<file path="src/rtl/sha256_pkg.sv">
package sha256_pkg;

  // One message transaction on the input channel.
  typedef struct packed {
    logic [7:0] data_byte;
    logic       byte_present;
    logic       end_of_message;
  } msg_item_t;

  // One digest word transaction on the output channel.
  typedef struct packed {
    logic [31:0] digest_word;
    logic [2:0]  word_index;
    logic        last_word;
  } digest_item_t;

  // Eight 32-bit hash words; index 0 is the top digest word (a / H0).
  typedef logic [7:0][31:0] hash_words_t;

  // Control from the sequencer to the round unit.
  typedef struct packed {
    logic       load_byte;
    logic [7:0] byte_val;
    logic       start;
    logic       round;
    logic [5:0] round_idx;
  } round_ctl_t;

  // Padding marker byte and the block offset where the bit length begins.
  localparam logic [7:0] PAD_MARK = 8'h80;
  localparam logic [5:0] LEN_POS  = 6'd56;

  // Initial hash values, written H7 first so that index 0 holds H0.
  localparam hash_words_t INIT_H = {
    32'h5be0cd19, 32'h1f83d9ab, 32'h9b05688c, 32'h510e527f,
    32'ha54ff53a, 32'h3c6ef372, 32'hbb67ae85, 32'h6a09e667
  };

  // Round constants.
  localparam logic [31:0] ROUND_K [64] = '{
    32'h428a2f98, 32'h71374491, 32'hb5c0fbcf, 32'he9b5dba5,
    32'h3956c25b, 32'h59f111f1, 32'h923f82a4, 32'hab1c5ed5,
    32'hd807aa98, 32'h12835b01, 32'h243185be, 32'h550c7dc3,
    32'h72be5d74, 32'h80deb1fe, 32'h9bdc06a7, 32'hc19bf174,
    32'he49b69c1, 32'hefbe4786, 32'h0fc19dc6, 32'h240ca1cc,
    32'h2de92c6f, 32'h4a7484aa, 32'h5cb0a9dc, 32'h76f988da,
    32'h983e5152, 32'ha831c66d, 32'hb00327c8, 32'hbf597fc7,
    32'hc6e00bf3, 32'hd5a79147, 32'h06ca6351, 32'h14292967,
    32'h27b70a85, 32'h2e1b2138, 32'h4d2c6dfc, 32'h53380d13,
    32'h650a7354, 32'h766a0abb, 32'h81c2c92e, 32'h92722c85,
    32'ha2bfe8a1, 32'ha81a664b, 32'hc24b8b70, 32'hc76c51a3,
    32'hd192e819, 32'hd6990624, 32'hf40e3585, 32'h106aa070,
    32'h19a4c116, 32'h1e376c08, 32'h2748774c, 32'h34b0bcb5,
    32'h391c0cb3, 32'h4ed8aa4a, 32'h5b9cca4f, 32'h682e6ff3,
    32'h748f82ee, 32'h78a5636f, 32'h84c87814, 32'h8cc70208,
    32'h90befffa, 32'ha4506ceb, 32'hbef9a3f7, 32'hc67178f2
  };

endpackage

</file>
<file path="src/rtl/sha256_round_unit.sv">
module sha256_round_unit (
  input  logic                    clk,
  input  sha256_pkg::round_ctl_t  ctl,
  input  sha256_pkg::hash_words_t chain,
  output sha256_pkg::hash_words_t work
);

  // Sixteen-word window: bytes shift in at the bottom while a block is
  // collected, and during the rounds it slides one schedule word per cycle.
  // The oldest word sits in the top 32 bits.
  logic [511:0] sched;
  logic [31:0]  w_cur;
  logic [31:0]  w_new;
  logic [31:0]  t1;
  logic [31:0]  t2;
  logic [31:0]  a_val;
  logic [31:0]  e_val;

  function automatic logic [31:0] rotr(input logic [31:0] v, input int unsigned n);
    rotr = (v >> n) | (v << (32 - n));
  endfunction

  // Schedule word and round arithmetic for the current round.
  always_comb begin
    a_val = work[0];
    e_val = work[4];
    w_cur = sched[511:480];
    w_new = w_cur
          + (rotr(sched[479:448], 7) ^ rotr(sched[479:448], 18) ^ (sched[479:448] >> 3))
          + sched[223:192]
          + (rotr(sched[63:32], 17) ^ rotr(sched[63:32], 19) ^ (sched[63:32] >> 10));
    t1 = work[7] + (rotr(e_val, 6) ^ rotr(e_val, 11) ^ rotr(e_val, 25))
       + ((e_val & work[5]) ^ (~e_val & work[6]))
       + sha256_pkg::ROUND_K[ctl.round_idx] + w_cur;
    t2 = (rotr(a_val, 2) ^ rotr(a_val, 13) ^ rotr(a_val, 22))
       + ((a_val & work[1]) ^ (a_val & work[2]) ^ (work[1] & work[2]));
  end

  // Message window update.
  always_ff @(posedge clk) begin
    if (ctl.load_byte) begin
      sched <= {sched[503:0], ctl.byte_val};
    end else if (ctl.round) begin
      sched <= {sched[479:0], w_new};
    end
  end

  // Working variables: loaded from the chaining words, then one round a cycle.
  always_ff @(posedge clk) begin
    if (ctl.start) begin
      work <= chain;
    end else if (ctl.round) begin
      work[7] <= work[6];
      work[6] <= work[5];
      work[5] <= work[4];
      work[4] <= work[3] + t1;
      work[3] <= work[2];
      work[2] <= work[1];
      work[1] <= work[0];
      work[0] <= t1 + t2;
    end
  end

endmodule

</file>
<file path="src/rtl/sha256_stream_hasher_top.sv">
// SHA-256 stream hasher.
// The msg channel takes one transaction per message byte (byte_present set),
// or an empty transaction. A transaction with end_of_message set closes the
// message, after its byte if it carries one; an empty message is allowed.
// The digest channel then delivers eight transactions, word_index 0 (most
// significant) to 7, with last_word set on the eighth.
// Timing: a byte that does not complete a 64-byte block is taken without a
// stall. A byte that completes one holds msg_stall high through the
// compression: 64 rounds through the shared round unit, one round per cycle,
// then a final step that adds into the chaining words. At end of message the
// sequencer pushes the padding bytes one per cycle (64 - fill, or 128 - fill
// when fill >= 56), compressing each full block, then the digest words appear,
// one per cycle unless the receiver stalls. While the digest channel is stalled
// the word holds and msg_stall stays high. After the last word the chaining
// words return to the initial values and the next message can start.
// Reset clears the sequencer, length and fill counters and loads the initial
// hash values; it takes effect at the next clock edge.
module sha256_stream_hasher_top (
  input  logic                     clk,
  input  logic                     rst,
  input  logic                     msg_valid,
  output logic                     msg_stall,
  input  sha256_pkg::msg_item_t    msg_item,
  output logic                     digest_valid,
  input  logic                     digest_stall,
  output sha256_pkg::digest_item_t digest_item
);

  localparam logic [2:0] ST_IDLE  = 3'd0;
  localparam logic [2:0] ST_ROUND = 3'd1;
  localparam logic [2:0] ST_FINAL = 3'd2;
  localparam logic [2:0] ST_PAD   = 3'd3;
  localparam logic [2:0] ST_OUT   = 3'd4;

  logic [2:0]              state;
  logic [5:0]              round_idx;
  logic [5:0]              fill;
  logic [60:0]             msg_len;
  logic [60:0]             msg_len_next;
  logic [63:0]             len_sr;
  logic                    pad_active;
  logic                    pad_first;
  logic                    need_wrap;
  logic                    last_block;
  logic [2:0]              out_idx;
  sha256_pkg::hash_words_t chain;
  sha256_pkg::hash_words_t work;
  sha256_pkg::round_ctl_t  ctl;

  logic       accept;
  logic       pad_push;
  logic       push;
  logic       wrap;
  logic [7:0] pad_byte;

  // Byte source selection and block completion.
  always_comb begin
    accept       = msg_valid && !msg_stall;
    pad_push     = (state == ST_PAD);
    push         = (accept && msg_item.byte_present) || pad_push;
    wrap         = push && (fill == '1);
    msg_len_next = msg_len + 61'(accept && msg_item.byte_present);
    priority if (pad_first) begin
      pad_byte = sha256_pkg::PAD_MARK;
    end else if (need_wrap || (fill < sha256_pkg::LEN_POS)) begin
      pad_byte = '0;
    end else begin
      pad_byte = len_sr[63:56];
    end
    ctl.load_byte = push;
    ctl.byte_val  = pad_push ? pad_byte : msg_item.data_byte;
    ctl.start     = wrap;
    ctl.round     = (state == ST_ROUND);
    ctl.round_idx = round_idx;
  end

  assign msg_stall    = (state != ST_IDLE);
  assign digest_valid = (state == ST_OUT);

  // Output words come straight from the chaining registers.
  always_comb begin
    digest_item.digest_word = chain[out_idx];
    digest_item.word_index  = out_idx;
    digest_item.last_word   = (out_idx == '1);
  end

  sha256_round_unit u_round (
    .clk   (clk),
    .ctl   (ctl),
    .chain (chain),
    .work  (work)
  );

  // Sequencer, counters and chaining words.
  always_ff @(posedge clk) begin
    if (rst) begin
      state      <= ST_IDLE;
      round_idx  <= '0;
      fill       <= '0;
      msg_len    <= '0;
      pad_active <= 1'b0;
      pad_first  <= 1'b0;
      need_wrap  <= 1'b0;
      last_block <= 1'b0;
      out_idx    <= '0;
      chain      <= sha256_pkg::INIT_H;
    end else begin
      if (push) begin
        fill <= fill + 6'd1;
      end
      msg_len <= msg_len_next;
      unique case (state)
        ST_IDLE: begin
          if (accept) begin
            if (msg_item.end_of_message) begin
              pad_active <= 1'b1;
              pad_first  <= 1'b1;
              need_wrap  <= 1'b0;
              last_block <= 1'b0;
              len_sr     <= {msg_len_next, 3'b000};
            end
            if (wrap) begin
              state     <= ST_ROUND;
              round_idx <= '0;
            end else if (msg_item.end_of_message) begin
              state <= ST_PAD;
            end
          end
        end
        ST_PAD: begin
          priority if (pad_first) begin
            pad_first <= 1'b0;
            if ((fill >= sha256_pkg::LEN_POS) && !wrap) begin
              need_wrap <= 1'b1;
            end
          end else if (need_wrap || (fill < sha256_pkg::LEN_POS)) begin
            if (wrap) begin
              need_wrap <= 1'b0;
            end
          end else begin
            len_sr <= {len_sr[55:0], 8'h00};
            if (wrap) begin
              last_block <= 1'b1;
            end
          end
          if (wrap) begin
            state     <= ST_ROUND;
            round_idx <= '0;
          end
        end
        ST_ROUND: begin
          round_idx <= round_idx + 6'd1;
          if (round_idx == '1) begin
            state <= ST_FINAL;
          end
        end
        ST_FINAL: begin
          for (int i = 0; i < 8; i++) begin
            chain[i] <= chain[i] + work[i];
          end
          if (last_block) begin
            state   <= ST_OUT;
            out_idx <= '0;
          end else if (pad_active) begin
            state <= ST_PAD;
          end else begin
            state <= ST_IDLE;
          end
        end
        ST_OUT: begin
          if (!digest_stall) begin
            out_idx <= out_idx + 3'd1;
            if (out_idx == '1) begin
              chain      <= sha256_pkg::INIT_H;
              msg_len    <= '0;
              pad_active <= 1'b0;
              last_block <= 1'b0;
              state      <= ST_IDLE;
            end
          end
        end
        default: begin
          state <= ST_IDLE;
        end
      endcase
    end
  end

`ifndef SYNTH
  // The digest is only shown once the final block has been folded in.
  a_out_fill_zero: assert property (@(posedge clk) disable iff (rst)
    digest_valid |-> (fill == '0) && last_block)
    else $error("digest shown with a partial block");

  // Every compression starts at round zero.
  a_round_start: assert property (@(posedge clk) disable iff (rst)
    (state == ST_ROUND) && ($past(state) != ST_ROUND) |-> (round_idx == '0))
    else $error("compression started mid-schedule");

  // The second-block zero run only exists inside padding.
  a_wrap_in_pad: assert property (@(posedge clk) disable iff (rst)
    need_wrap |-> pad_active && !pad_first)
    else $error("padding flags inconsistent");

  // After the last digest transaction the block takes a new message.
  a_back_to_idle: assert property (@(posedge clk) disable iff (rst)
    digest_valid && !digest_stall && digest_item.last_word |=> !msg_stall)
    else $error("not ready after digest");
`endif

endmodule
</file>
<file path="config.mk">
export PLATFORM = sky130hd
export DESIGN_NAME = sha256_stream_hasher_top
export DESIGN_NICKNAME = d
export VERILOG_FILES = /design/src/rtl/sha256_pkg.sv /design/src/rtl/sha256_round_unit.sv /design/src/rtl/sha256_stream_hasher_top.sv
export SDC_FILE = /design/constraint.sdc
export NUM_CORES = 2
export LEC_CHECK = 0
export BUFFER_PORTS_ARGS = -buffer_cell sky130_fd_sc_hd__clkbuf_2
export CAP_MARGIN = 20
export CORE_ASPECT_RATIO = 1.5
export CORE_UTILIZATION = 50
export CTS_CLUSTER_SIZE = 8
export DETAILED_ROUTE_END_ITERATION = 16
export GPL_TIMING_DRIVEN = 1
export PLACE_DENSITY = 0.65
export SLEW_MARGIN = 20
export SYNTH_ARGS = -nofsm -noshare
export SYNTH_HDL_FRONTEND = slang
export SYNTH_SLANG_ARGS = --single-unit
</file>
<file path="constraint.sdc">
create_clock -name clk -period 20.5 [get_ports clk]
set_input_delay 3.075 -clock clk [delete_from_list [all_inputs] [get_ports clk]]
set_output_delay 3.075 -clock clk [all_outputs]
set_load 0.005 [all_outputs]
</file>
# Word level (Yosys, flattened, before mapping)

Memory sizes are Yosys's and may differ from the RTL's.
Cells that the tools add are included.
Widths: inputs -> output; s select.

Bits in registers: 1,171
Bits in read-only memories: 2,048
Memories kept: 1
Word-level logic and storage cells: 184
Bits of input ports: 14
Output and inout bits: 38

Bitwise operators: 29
Muxes and demuxes: 55
Order comparisons: 4
Equality and inequality tests: 20
Add/sub/neg operators: 22
Reduce and logical (&&, ||, !) cells: 26

Memory list:

| memory          | depth | width | read ports | clocked after memory_dff | wr ports | RTL line                | text |
|---|---|---|---|---|---|---|---|
| (no name shown) | 64    | 32    | 1          | 0                        | 0        | sha256_round_unit.sv:34 | `+ sha256_pkg::ROUND_K[ctl.round_idx] + w_cur;` |

Operator list:

| operator         | count |
|---|---|
| $mux 256         | 4 |
| $mux 512         | 2 |
| $add 32x32->32   | 18 |
| $pmux 256 s2     | 1 |
| $xor 32x32->32   | 9 |
| $mux 64          | 4 |
| $mux 61          | 3 |
| $and 32x32->32   | 5 |
| $pmux 64 s2      | 1 |
| $bmux 32 s3      | 1 |
| $mux 32          | 3 |
| $add 61x1->61    | 1 |
| $not 32->32      | 1 |
| $or 10x32->32    | 1 |
| $or 13x32->32    | 1 |
| $or 14x32->32    | 1 |
| $or 15x32->32    | 1 |
| $or 19x32->32    | 1 |
| $or 21x32->32    | 1 |
| $or 25x32->32    | 1 |
| $or 26x32->32    | 1 |
| $or 30x32->32    | 1 |
| $or 7x32->32     | 1 |
| $xor 32x22->32   | 1 |
| other kinds (38) | 92 |

# Logic depth before layout (Yosys ltp)

Word-level depth: 11
Gate-level depth with buffers: 42
Depth with buffers taken out: 41

# Hierarchy

From an unflattened synthesis, not the netlist that was laid out.

Cell total of the unflattened synthesis: 7,059
Area total of the unflattened synthesis: 76,230.6 µm²

Modules (own cells, without submodules):

| module                   | area an instance (µm²) | times used | cells an instance | sequential area each (µm²) |
|---|---|---|---|---|
| sha256_round_unit        | 48,064.8               | 1          | 3,809             | 23,062.1 |
| sha256_stream_hasher_top | 28,165.8               | 1          | 3,250             | 8,618.3 |

# Least setup slack after synthesis

Ideal clock, no wire load.

Path kind: input to register
Start point: in msg_item[1] (netlist bit)
End point: reg u_round.sched[0] (enable)
Library setup time: 3,670 ps
Cell stages on the path: 2
Arrival time: 11,495 ps
Slack: 5,335 ps
Data required time: 16,830 ps
Path buffers: 0
Cell sequence: nand3_1 -> nand2_1

Word-level cells in the longest chain between the ends: 3

RTL lines:

| what                        | RTL line                       | text |
|---|---|---|
| start: declaration          | sha256_stream_hasher_top.sv:23 | `input sha256_pkg::msg_item_t msg_item,` |
| $logic_and 1x1->1           | sha256_stream_hasher_top.sv:60 | `push = (accept && msg_item.byte_present) \|\| pad_push;` |
| $logic_or 1x1->1            | sha256_stream_hasher_top.sv:60 |  |
| $reduce_bool 2->1 (no line) | --                             |  |
| end signal: assignment      | sha256_round_unit.sv:42        | `sched <= {sched[503:0], ctl.byte_val};` |
| end signal: assignment      | sha256_round_unit.sv:44        | `sched <= {sched[479:0], w_new};` |
| end: declaration            | sha256_round_unit.sv:11        | `logic [511:0] sched;` |

No other way between the ends.
A chain may end at the register's enable or synchronous reset.

# Final worst setup path

Start point: reg round_idx[2]
End point: reg u_round.work (netlist bit u_round.a_val[31]), data pin

Word-level cells in the longest chain between the ends: 9

RTL lines:

| what                                        | RTL line                        | text |
|---|---|---|
| start: declaration                          | sha256_stream_hasher_top.sv:36  | `logic [5:0] round_idx;` |
| start signal: assignment                    | sha256_stream_hasher_top.sv:152 | `round_idx <= round_idx + 6'd1;` |
| $not 6->7 (not written as such)             | sha256_round_unit.sv:34         |  |
| $mem_v2 64x32                               | --                              |  |
| $mux 32 (not written as such) (2 in series) | sha256_round_unit.sv:34         |  |
| $add 32x32->32 (2 in series)                | sha256_round_unit.sv:34         |  |
| $add 32x32->32                              | sha256_round_unit.sv:60         | `work[0] <= t1 + t2;` |
| $mux 256                                    | sha256_round_unit.sv:52         | `end else if (ctl.round) begin` |
| $mux 256                                    | sha256_round_unit.sv:50         | `if (ctl.start) begin` |
| end signal: assignment                      | sha256_round_unit.sv:51         | `work <= chain;` |
| end: declaration                            | sha256_round_unit.sv:5          | `output sha256_pkg::hash_words_t work` |

No other way between the ends. The select of a mux whose other input is x is not followed.

==> impl_metrics.toml <==
[logic_synthesis]
synthTopCellsByArea = "edfxtp_1 (33%), nand2_1 (12%), dfxtp_1 (8.9%)"
synth_nets = 9024
synth_edf_count = 829
synthFlopType = "edfxtp_1"
synth_cell_type_count = 93
avgSynthCellArea_sq_um = 9.02
synth_commonest_cells = "nand2_1 (2444), edfxtp_1 (829), nor2_1 (511)"
async_reset_ff_frac = 0
synthesis.area_sq_mm = 0.0759
syn_inst = 8418
synth-seq-area-share = 0.417
synth_area_leader_cell = "edfxtp_1"
synth_most_common_cell = "nand2_1"
ys_warn_count = 0
ys_ff_latch = 1168
synth_top_area_share = 0.328

[cts]
root_buffer = "clkbuf_16"
cts.path.max_buffers = 3
cts-htree-levels = 4
cts_sinks = 1168
cts_setup_buffers = 0
clk_pin_slew_ns = 0.06
clock_latency_ns = 0.82
cts.repair.resized = 0
cts_inserted_buffers = 165
ctsHoldBuffers = 0
cts_tree = "built"

[global_route]
antenna_found_initial = 5
grt_max_degree = 262
grt_pass1_vias = 61400
grt_pass1_wl_um = 380000
grt_use_total = 0.330
overflow = 0

[worst_setup_path]
crit_family = "compound AO/OA/AOI/OAI gates"
worstPathMaxFanout = 60
slowest_stage = "o211ai_1"
cp-end-kind = "register"
path_buf_inv = 3
worst_path_largest_cell_delay_ns = 0.59
cp_data_required_time_ns = 21.03
worstSetupPathType = "reg -> reg"
startpoint_type = "register"
arrival_ns = 11.05

[die]
core-area_sq_mm = 0.150
ioPinCount = 52
die_w_um = 320
start_util = 0.505
rows = 174
die_y_um = 479
die_area_sq_mm = 0.153

[timing]
tightest_slew_ns = 1.40
fmax_mhz = 95.1
relSlewSlack = 0.0669
fin_crit_ns = 10.52
fin_tns_setup_ns = 0
skew_ns = 0.0476
rsz0062_at_grt = "no"
timing_max_transition_violations_final = 0
setup_viol = 0
hold_violations = 0
fin_crit_sh = 0.513

[placed_design]
gp_congestion = 0.977
port_buffers = 51
place_hpwl_um = 186000

[route]
drc = 0
drtPass1Iterations = 6
viasPerCell = 5.96
ant_nets = 0
wl_per_cell_um = 24.7
drtIter0Drc = 5438
vias = 61300
wirelength_um = 255000

[cells_and_area]
area_growth_pct = 8.63
drive_gt1_frac = 0.0616
fin_nets = 8856

[job]
drv_cap = 0

[run_status]
status = "completed"

[hold_path]
hold_class = "reg -> reg"
-- registers in the layout (all words and copies together) (netlist names) --
register       count
msg_len           61
pad_first          1
u_round.work     192
fill               6
chain            256
u_round.sched    512
len_sr            61
need_wrap          1
out_idx            3
u_round.a_val     32
u_round.e_val     32
state              3
pad_active         1
last_block         1
round_idx          6
-- final cells by class --
type	count	area, sq um
Clock inverter	14	220
Fill cell	13700	67800
Inverter	283	1060
Clock buffer	253	4530
Tap cell	1936	2420
Sequential cell	1168	31700
Multi-Input combinational cell	6482	41400
Timing Repair Buffer	150	1050
Antenna cell	2	5.00
-- stage by stage --
| step | setup slack [ns] | util | instance area [sq um] | instances | hold WS (ns) |
|---|---|---|---|---|---|
| final | 9.98 | 0.549 | 82400 | 10300 | 0.466 |
| after global routing | 9.62 | 0.549 | 82400 | 10300 | 0.500 |
| after CTS | 10.37 | 0.549 | 82400 | 10300 | 0.468 |
| after detailed placement | 10.41 | 0.517 | 77700 | 10000 | 0.461 |
| after global placement | 10.35 | 0.517 | 77700 | 10000 | 0.446 |
| after floorplan | 5.33 | - | 75900 | 8418 | 0.437 |
-- per-layer routing --
| metal | global-route usage | wire [um] | share of wire | vias up |
|---|---|---|---|---|
| met5 | 0 | 9 | 0.000035 | - |
| met2 | 0.578 | 127000 | 0.50 | 2068 |
| li1 | - | - | - | 28600 |
| met3 | 0.0375 | 12300 | 0.048 | 729 |
| met1 | 0.363 | 91500 | 0.36 | 29900 |
| met4 | 0.264 | 23600 | 0.093 | 2 |
-- logic make-up (layout without fill, tap and decap cells) --
kind of cell             count (synthesis)  in the layout  synth area share
multiplexers                           142            142            0.0310
AO/OA/AOI/OAI                         1634           1634             0.135
adder cells (fa/ha/maj)                618            618             0.120
AND/OR/NAND/NOR                       3461           3461             0.186
buffers and inverters                  768            700            0.0380
other                                    0              2                 0
flip-flops                            1168           1168             0.417
XOR/XNOR                               627            627            0.0725
-- worst register-to-register path, delay by kind of cell (launching register included) --
kind	cells	cell delay, ns
buffers and inverters	3	1.23
XOR/XNOR	3	0.58
AND/OR/NAND/NOR	5	0.71
adder cells (fa/ha/maj)	7	3.06
flip-flops	1	0.46
AO/OA/AOI/OAI	16	4.20
-- path summary, 6_finish.rpt --
| kind | start | end | slack (ns) | cells past startpoint |
|---|---|---|---|---|
| max | round_idx[2]$_SDFFE_PP0P_ | u_round.a_val[31]$_DFFE_PN_ | 9.98 | 34 |
| min reg2reg | pad_active$_SDFFE_PP0P_ | pad_active$_SDFFE_PP0P_ | 0.47 | 2 |
| max reg2reg | round_idx[2]$_SDFFE_PP0P_ | u_round.a_val[31]$_DFFE_PN_ | 9.98 | 34 |
| min | pad_active$_SDFFE_PP0P_ | pad_active$_SDFFE_PP0P_ | 0.47 | 2 |
-- cells in the final DEF (no fill, tap or decap), drive strengths merged, types with 195 or more instances in the layout --
cell / instances
fa: 195
inv: 288
a21o: 201
clkbuf: 303
xnor2: 421
a21oi: 510
o21ai: 357
dfxtp: 339
nand2: 2444
nor2: 511
edfxtp: 829
xor2: 205
ha: 397
Power is not shown: default switching activity piles up to over one toggle a cycle in this logic, so the estimate is an artifact.
